### src/hdl/gvrm_pkg.sv
// ----------------------------------------------------------------------------
// gvrm_pkg
// Shared types and constants of the grid visited-region marker.
// ----------------------------------------------------------------------------
package gvrm_pkg;

    // Default sizes of the grid store and of the marking square.
    localparam int GRID_COLS_DEF  = 128;
    localparam int GRID_ROWS_DEF  = 128;
    localparam int MAX_RADIUS_DEF = 4;

    // Fixed field widths.
    localparam int CELL_W   = 8;
    localparam int POSE_W   = 24;
    localparam int COORD_W  = 7;
    localparam int THRESH_W = 16;
    localparam int RADIUS_W = 3;
    localparam int CFG_W    = 16;
    localparam int CFG_AW   = 3;
    // A rounded pose lies in [-32768, 32768]; scan coordinates need 17 signed bits.
    localparam int CENTER_W = 17;

    // Input and output tdata widths.
    localparam int IN_TDATA_W  = 72;
    localparam int OUT_TDATA_W = 16;

    // Register reset values.
    localparam logic [7:0]          MAP_WIDTH_RST  = 8'd128;
    localparam logic [7:0]          MAP_HEIGHT_RST = 8'd128;
    localparam logic signed [7:0]   OCCUPIED_RST   = 8'sd100;
    localparam logic signed [7:0]   VISITED_RST    = -8'sd100;
    localparam logic [15:0]         THRESHOLD_RST  = 16'd256;
    localparam logic [2:0]          RADIUS_RST     = 3'd1;

    // Configuration register indexes.
    typedef enum logic [CFG_AW-1:0] {
        REG_MAP_WIDTH  = 3'd0,
        REG_MAP_HEIGHT = 3'd1,
        REG_OCCUPIED   = 3'd2,
        REG_VISITED    = 3'd3,
        REG_THRESHOLD  = 3'd4,
        REG_RADIUS     = 3'd5
    } reg_index_t;

    typedef struct packed {
        logic [7:0]              map_width;
        logic [7:0]              map_height;
        logic signed [CELL_W-1:0] occupied_value;
        logic signed [CELL_W-1:0] visited_value;
        logic [THRESH_W-1:0]     change_threshold;
        logic [RADIUS_W-1:0]     mark_radius;
    } cfg_t;

    // Commands from the controller to the datapath.
    typedef struct packed {
        logic idle;     // input channel is open
        logic eval;     // test pose significance, update reference
        logic center;   // round pose to centre cell
        logic base;     // set up scan origin and counters
        logic rd;       // read the current grid cell
        logic check;    // mark the current cell if not occupied
        logic advance;  // step to the next cell of the square
        logic flush;    // send the held cell as the last one
    } cmd_t;

    // Status from the datapath to the controller.
    typedef struct packed {
        logic pose_in;      // a pose item is offered
        logic significant;
        logic span_zero;
        logic in_bounds;
        logic markable;
        logic stall;
        logic scan_last;
        logic pend_valid;
        logic out_free;
    } sts_t;

endpackage

### src/hdl/gvrm_ctrl.sv
// ----------------------------------------------------------------------------
// gvrm_ctrl
// Sequencer of the marker: pose evaluation, square scan and final flush.
// ----------------------------------------------------------------------------
module gvrm_ctrl (
    input  logic            aclk,
    input  logic            aresetn,
    input  gvrm_pkg::sts_t  sts,
    output gvrm_pkg::cmd_t  cmd
);
    import gvrm_pkg::*;

    typedef enum logic [6:0] {
        ST_IDLE   = 7'b0000001,
        ST_EVAL   = 7'b0000010,
        ST_CENTER = 7'b0000100,
        ST_BASE   = 7'b0001000,
        ST_READ   = 7'b0010000,
        ST_CHECK  = 7'b0100000,
        ST_FLUSH  = 7'b1000000
    } state_t;

    state_t state_reg, state_next;

    always_comb begin
        cmd        = '0;
        state_next = state_reg;
        unique case (state_reg)
            ST_IDLE: begin
                cmd.idle = 1'b1;
                if (sts.pose_in) begin
                    state_next = ST_EVAL;
                end
            end
            ST_EVAL: begin
                cmd.eval   = 1'b1;
                state_next = sts.significant ? ST_CENTER : ST_IDLE;
            end
            ST_CENTER: begin
                cmd.center = 1'b1;
                state_next = ST_BASE;
            end
            ST_BASE: begin
                cmd.base   = 1'b1;
                state_next = sts.span_zero ? ST_FLUSH : ST_READ;
            end
            ST_READ: begin
                if (sts.in_bounds) begin
                    cmd.rd     = 1'b1;
                    state_next = ST_CHECK;
                end else begin
                    cmd.advance = 1'b1;
                    state_next  = sts.scan_last ? ST_FLUSH : ST_READ;
                end
            end
            ST_CHECK: begin
                // A new mark must wait until the held one can move to the output.
                if (!(sts.markable && sts.stall)) begin
                    cmd.check   = 1'b1;
                    cmd.advance = 1'b1;
                    state_next  = sts.scan_last ? ST_FLUSH : ST_READ;
                end
            end
            ST_FLUSH: begin
                if (!sts.pend_valid) begin
                    state_next = ST_IDLE;
                end else if (sts.out_free) begin
                    cmd.flush  = 1'b1;
                    state_next = ST_IDLE;
                end
            end
            default: begin
                state_next = ST_IDLE;
            end
        endcase
    end

    always_ff @(posedge aclk) begin
        if (!aresetn) begin
            state_reg <= ST_IDLE;
        end else begin
            state_reg <= state_next;
        end
    end

endmodule

### config.mk
export PLATFORM = sky130hd
export DESIGN_NAME = gvrm_ctrl
export DESIGN_NICKNAME = d
export VERILOG_FILES = /design/src/hdl/gvrm_pkg.sv /design/src/hdl/gvrm_ctrl.sv
export SDC_FILE = /design/constraint.sdc
export NUM_CORES = 1
export LEC_CHECK = 0
export ABC_CLOCK_PERIOD_IN_PS = 1900
export BUFFER_PORTS_ARGS = -buffer_cell sky130_fd_sc_hd__buf_2
export CORE_AREA = 2 2 39 41
export DETAILED_ROUTE_END_ITERATION = 8
export DIE_AREA = 0 0 41 43
export GPL_ROUTABILITY_DRIVEN = 0
export PLACE_DENSITY_LB_ADDON = 0.25
export SYNTH_ARGS = -nofsm -noshare
export SYNTH_HDL_FRONTEND = slang
export SYNTH_SLANG_ARGS = --single-unit
### constraint.sdc
create_clock -name aclk -period 1.9 [get_ports aclk]
set_input_delay 0.38 -clock aclk [delete_from_list [all_inputs] [get_ports aclk]]
set_output_delay 0.38 -clock aclk [all_outputs]
set_load 0.02 [all_outputs]
==> results of run 1 <==
==> final cells by class <==
type                    count  area, µm²
well taps                  16       20.0
flip-flops and latches      7        146
inverters                   4       15.0
clock buffers               4       26.3
multi-input cells          47        388
repair buffers             27        175
fillers                   131        613
==> stage by stage <==
stage	util (%)	worst slack (ns)	total power [µW]	hold slack [ns]
after floorplan	-	0.00839	264	0.471
after global placement	48.0	0.0128	307	0.597
after detailed placement	48.0	0.0397	306	0.595
after CTS	52.7	-0.0952	461	0.332
after global routing	55.7	-0.126	500	0.358
final	55.7	-0.0867	472	0.341
==> cell families (layout without fill, tap and decap cells) <==
group,Yosys count,after routing,synth area share [%]
xor gates and xnor gates,1,1,1.69
DFF,7,7,27.0
and+or+nand+nor,34,34,46.0
AOI/OAI and AO/OA,12,12,19.3
buffers and inverters,7,35,6.02
==> worst register-to-register path, stage by stage, from the launching register on <==
cell	delay, ns
dfxtp_2	0.33
or4_4	0.57
buf_4	0.16
nor4_2	0.27
buf_4	0.18
or3_4	0.14
nor3_1	0.05
==> cell usage after synthesis, drive strengths merged <==
| cell type | instances |
|---|---|
| dfxtp | 7 |
| nand2b | 6 |
| nand2 | 5 |
| nor2 | 5 |
| inv | 4 |
| nor3 | 4 |
| nor4 | 4 |
| a211oi | 3 |
| or2 | 3 |
| a22oi | 2 |
| buf | 2 |
| or3 | 2 |
| or4 | 2 |
| clkbuf | 1 |
| nor4b | 1 |
| o21a | 1 |
| o21bai | 1 |
| o221a | 1 |
| o22ai | 1 |
| o311ai | 1 |
| o31ai | 1 |
| o41ai | 1 |
| or3b | 1 |
| or4b | 1 |
| xnor2 | 1 |
==> worst max path at each step <==
stage	from	to	slack [ns]	cells after the start
finish	state_reg[5]	cmd[4]	-0.09	3
floorplan	state_reg[0]	cmd[1]	0.008	3
global placement	state_reg[0]	state_reg[1]	0.01	5
CTS	state_reg[5]	cmd[4]	-0.1	3
global route	state_reg[5]	cmd[4]	-0.13	3
detailed placement	state_reg[0]	state_reg[1]	0.04	5
==> what timing repair did <==
item,4_1_cts,5_1_grt
endpoints found under the setup margin,6,13
hold buffers,0,0
pin swaps,4,3
gates resized for setup,8,9
setup buffers,2,1
==> power groups by stage <==
stage / clock [µW] / sequential, µW / combinational [µW]
2_1_floorplan: 0 / 167 / 96.5
3_3_place_gp: 0 / 171 / 136
3_5_place_dp: 0 / 170 / 136
4_1_cts: 146 / 169 / 146
5_1_grt: 154 / 171 / 176
6_report: 143 / 169 / 161
==> cells in the final DEF (no fill, tap or decap) <==
master	netlist	final
a211oi_1	3	2
a211oi_2	0	1
a22oi_1	2	2
buf_2	1	11
buf_4	1	16
clkbuf_1	1	1
clkbuf_4	0	3
dfxtp_1	7	4
dfxtp_2	0	2
dfxtp_4	0	1
inv_1	4	4
nand2_1	5	5
nand2b_1	6	6
nor2_1	5	5
nor3_1	4	2
nor3_2	0	2
nor4_2	1	2
nor4_4	1	2
nor4b_4	1	1
o21a_1	1	1
o21bai_1	1	1
o221a_2	1	1
o22ai_1	1	1
o311ai_0	1	1
o31ai_2	1	1
o41ai_1	1	1
or2_2	3	3
or3_1	1	1
or3_4	1	1
or3b_2	1	1
or4_4	1	2
or4b_2	1	1
xnor2_1	1	1
==> metal layers <==
metal | part of all wire, % | wire, µm | GRT usage (%)
met3 | 3.2 | 43 | 4.71
met2 | 51 | 679 | 25.3
met5 | 0 | 0 | 0
met4 | 2.0 | 27 | 12.0
met1 | 43 | 577 | 24.1
==> flow_summary.ini, run 1 <==
[floorplan]
std_cell_rows = 14
start_util_pct = 37.5
die_h_um = 43
die_w_um = 41
die_area_mm2 = 0.00176
io_pins = 19
fp.coreArea_mm2 = 0.00138

[worst_setup_path]
cp_slowest_cell = or4_4
worstSetupPathType = flip-flop to output port
r2r_end = state_reg[1]
reg2reg_from = state_reg[5]
crit_path_end_kind = output port
crit_family = simple AND/OR/NAND/NOR gates
critical_path_buf_inv_count = 1
crit_arrival_ns = 1.61
critPathMaxStageDelay_ns = 0.57
crit_path_max_fanout = 5
ff2ff_setup_slack_ns = 0.10
worstSetupStartpointType = flip-flop
reg2regPathDepth = 6
required_ns = 1.52
crit_path_cell_trace = or4_4 -> nor4b_4 -> buf_4

[pwr]
p_int_uw = 320
p_seq_share_pct = 35.8
p_leak_uw = 0.000312
powerDensity_mw_per_mm2 = 612
switchingPower_uw = 152
clkPwrFrac_pct = 30.2
ir_drop_v = 0.000393
p_sw_share_pct = 32.1
combPwrFrac_pct = 34.0

[clocking]
cts_tree = yes
clk_latency_ns = 0.26
clkSlewWorstSetupHoldPaths_ns = 0.06
cts_buffer_depth = 2
cts-root-buf = clkbuf_4
cts_max_level = 1
cts.sinks = 7
cts_buffers = 3

[routing]
firstDrtPassIters = 4
wl_mm = 1.33
drt_iter0_drc = 17
drc = 0
num_vias = 551
wl_per_cell_um = 12.6
antenna_left = 0
viasPerCell = 5.25

[synthesis]
synth_top_area_share_pct = 27.0
synth_top_area_cell = dfxtp_1
yosys-top-cells-area = dfxtp_1 (27%), nand2b_1 (7.2%), nor4b_4 (4.6%), a211oi_1 (4.3%), nor4_4 (4.1%)
synthCells = 61
netlist-cell-type-count = 30
synth_area_um2 = 519
yosysWarnings = 0
syn_nets = 72
yosys_register_bits = 7
yosysSeqAreaShare_pct = 27.0
syn_avg_cell_area_um2 = 8.51

[placed_design]
dp_hpwl_um = 997
dp_cells = 98
post_dp_cell_area_um2 = 664
io_buffers = 18

[min_path]
hp-class = input port to flip-flop
worstHoldPathCells = 3
hold_start = sts[7]
hold_end = state_reg[2]

[sta]
period_needed_ns = 1.99
max_slew_margin_pct = 71.5
worst_slack_ns = -0.0867
rsz0062_at_grt = true
worstMarginPinSlew_ns = 0.423
fin_crit_sh_pct = 105
hold_violations = 0
setup_viol = 6
skew_ns = 0.00509
max_freq_mhz = 503
slew_violations = 0
fin_setup_tns_ns = -0.359

[status]
failed_checks = negative setup slack
status = complete, but fails checks

[layout]
largest_reg_flops = 7
layout-drive-gt1-share_pct = 57.3
final_area_um2 = 771
finalNetCount = 101
diodes = 0
syn2layout_area_growth_pct = 48.4
final_cells = 105

[grt]
grt_max_degree = 10
first_global_vias = 519
grt_pass1_wl_mm = 2.13
overflow = 0
antenna_found_initial = 0
track_usage_pct = 18.3

[flow_run]
cap_violations = 0
Note: power is estimated with default switching activity, not from simulation.
==> inputs of run 2 (changes only) <==
--- a/config.mk
+++ b/config.mk
@@ -11,7 +11,7 @@
 export DETAILED_ROUTE_END_ITERATION = 8
 export DIE_AREA = 0 0 41 43
 export GPL_ROUTABILITY_DRIVEN = 0
-export PLACE_DENSITY_LB_ADDON = 0.25
+export PLACE_DENSITY = 0.65
 export SYNTH_ARGS = -nofsm -noshare
 export SYNTH_HDL_FRONTEND = slang
 export SYNTH_SLANG_ARGS = --single-unit
==> run 2 against run 1 <==
Wire length grew 9.2%. Highest routed layer is now met3. Largest cell class unchanged. Register-to-register slack is essentially flat. The run still ends with negative setup slack left. Core utilization grew 0.72 points. Combinational power grew 4%. Final cell count grew 0.95%. Global-route usage grew 1.6 points.
==> flow_summary.ini, run 2 (synthesized netlist as in run 1, its figures left out) <==
[status]
status = complete, but fails checks
failed_checks = negative setup slack

[worst_setup_path]
worstSetupStartpointType = flip-flop
crit_arrival_ns = 1.63
ff2ff_setup_slack_ns = 0.10
worstSetupPathType = flip-flop to output port
required_ns = 1.52
crit_path_cell_trace = or4_4 -> nor4b_4 -> buf_4
r2r_end = state_reg[1]
crit_path_max_fanout = 5
crit_path_end_kind = output port
reg2regPathDepth = 5
reg2reg_from = state_reg[3]
cp_slowest_cell = or4_4
critPathMaxStageDelay_ns = 0.58

[placed_design]
io_buffers = 18
dp_hpwl_mm = 1.02
dp_cells = 98

[layout]
syn2layout_area_growth_pct = 50.4
final_cells = 106
layout-drive-gt1-share_pct = 57.8
diodes = 0
finalNetCount = 102
final_common_cell = buf_4
largest_reg_flops = 7
layout_common_cells = buf_4 (14), buf_2 (13), nand2b_1 (6)

[clocking]
clkSlewWorstSetupHoldPaths_ns = 0.05
clk_latency_ns = 0.25
cts.sinks = 7
cts-root-buf = clkbuf_4
cts_buffers = 3
cts_buffer_depth = 2
cts_max_level = 1
cts_tree = yes

[flow_run]
cap_violations = 0

[floorplan]
die_area_mm2 = 0.00176
start_util_pct = 37.5
fp.coreArea_mm2 = 0.00138
io_pins = 19
die_h_um = 43
die_w_um = 41
std_cell_rows = 14

[routing]
firstDrtPassIters = 4
drc = 0
antenna_left = 0
drt_iter0_drc = 26
wl_mm = 1.45
viasPerCell = 5.43
num_vias = 576
wl_per_cell_um = 13.7

[min_path]
hold_start = aresetn
worstHoldPathCells = 2
hp-class = input port to flip-flop
hold_end = state_reg[0]

[sta]
worstMarginPinSlew_ns = 0.403
fin_crit_sh_pct = 106
period_needed_ns = 2.01
hold_violations = 0
rsz0062_at_grt = true
skew_ns = 0.00132
slew_violations = 0
max_freq_mhz = 498
setup_viol = 6
max_slew_margin_pct = 72.8
worst_slack_ns = -0.109

[pwr]
p_total_uw = 470
powerDensity_mw_per_mm2 = 602
p_leak_uw = 0.000312
ir_drop_v = 0.000447

[grt]
track_usage_pct = 19.9
first_global_vias = 562
grt_max_degree = 10
antenna_found_initial = 0
overflow = 0
grt_pass1_wl_mm = 2.37
## run 2: changes by cell type in the layout (fill, tap and decap cells not counted), moves of 2 or more
cell    delta
or2_4      +2
nor3_2     -2
buf_4      -2
nor3_1     +2
buf_2      +2
or2_2      -2
## run 2: layout make-up
cell class / instances / area, µm²
fillers: 140 / 603
multi-input cells: 47 / 390
repair buffers: 28 / 181
flip-flops and latches: 7 / 148
clock buffers: 4 / 26.3
well taps: 16 / 20.0
inverters: 4 / 15.0
## run 2: where the power goes
| group | switching (µW) | internal [µW] | total, µW |
|---|---|---|---|
| logic | 82.1 | 84.4 | 167 |
| clock network | 55.8 | 80.2 | 136 |
| registers | 11.7 | 156 | 167 |
| total | 150 | 320 | 470 |
## run 2: what timing repair did
action	CTS	global route
setup buffers	4	0
endpoints found under the setup margin	6	8
endpoints found under the hold margin	0	0
pin swaps	4	2
resized for setup	12	7
hold buffers	0	0
## run 2: worst max-delay path: cells and delay by family (launching register included)
family	cells	cell delay [ns]
simple gates	2	0.85
flops	1	0.34
buf+inv	1	0.19
## run 2: through the flow
stage	utilization [%]	worst slack (ns)	cell area (µm²)	setup TNS (ns)	hold WS, ns
after global placement	48.0	0.0324	664	0	0.586
final	56.4	-0.109	781	-0.283	0.361
after floorplan	-	0.00839	526	0	0.471
after CTS	54.6	-0.127	756	-0.431	0.359
after global routing	56.4	-0.156	781	-0.616	0.363
after detailed placement	48.0	0.0358	664	0	0.595
## run 2: per-layer routing
metal  global-route usage (%)  up-vias  wire length [µm]  part of all wire, %
met5                        0        -                 0                    0
met4                     4.00        0                 0                    0
met3                     6.81        0                59                  4.1
met2                     34.1       14               802                   55
met1                     22.6      276               589                   41
li1                         -      286                 -                    -
## run 2: how the worst max path moves through the flow
stage	start	endpoint	slack (ns)	cells past startpoint
6_report	state_reg[4]	cmd[4]	-0.11	3
5_1_grt	state_reg[4]	cmd[4]	-0.16	3
4_1_cts	state_reg[3]	cmd[3]	-0.13	3
3_5_place_dp	state_reg[5]	cmd[4]	0.04	3
3_3_place_gp	state_reg[5]	cmd[4]	0.03	3
2_1_floorplan	state_reg[0]	cmd[1]	0.008	3
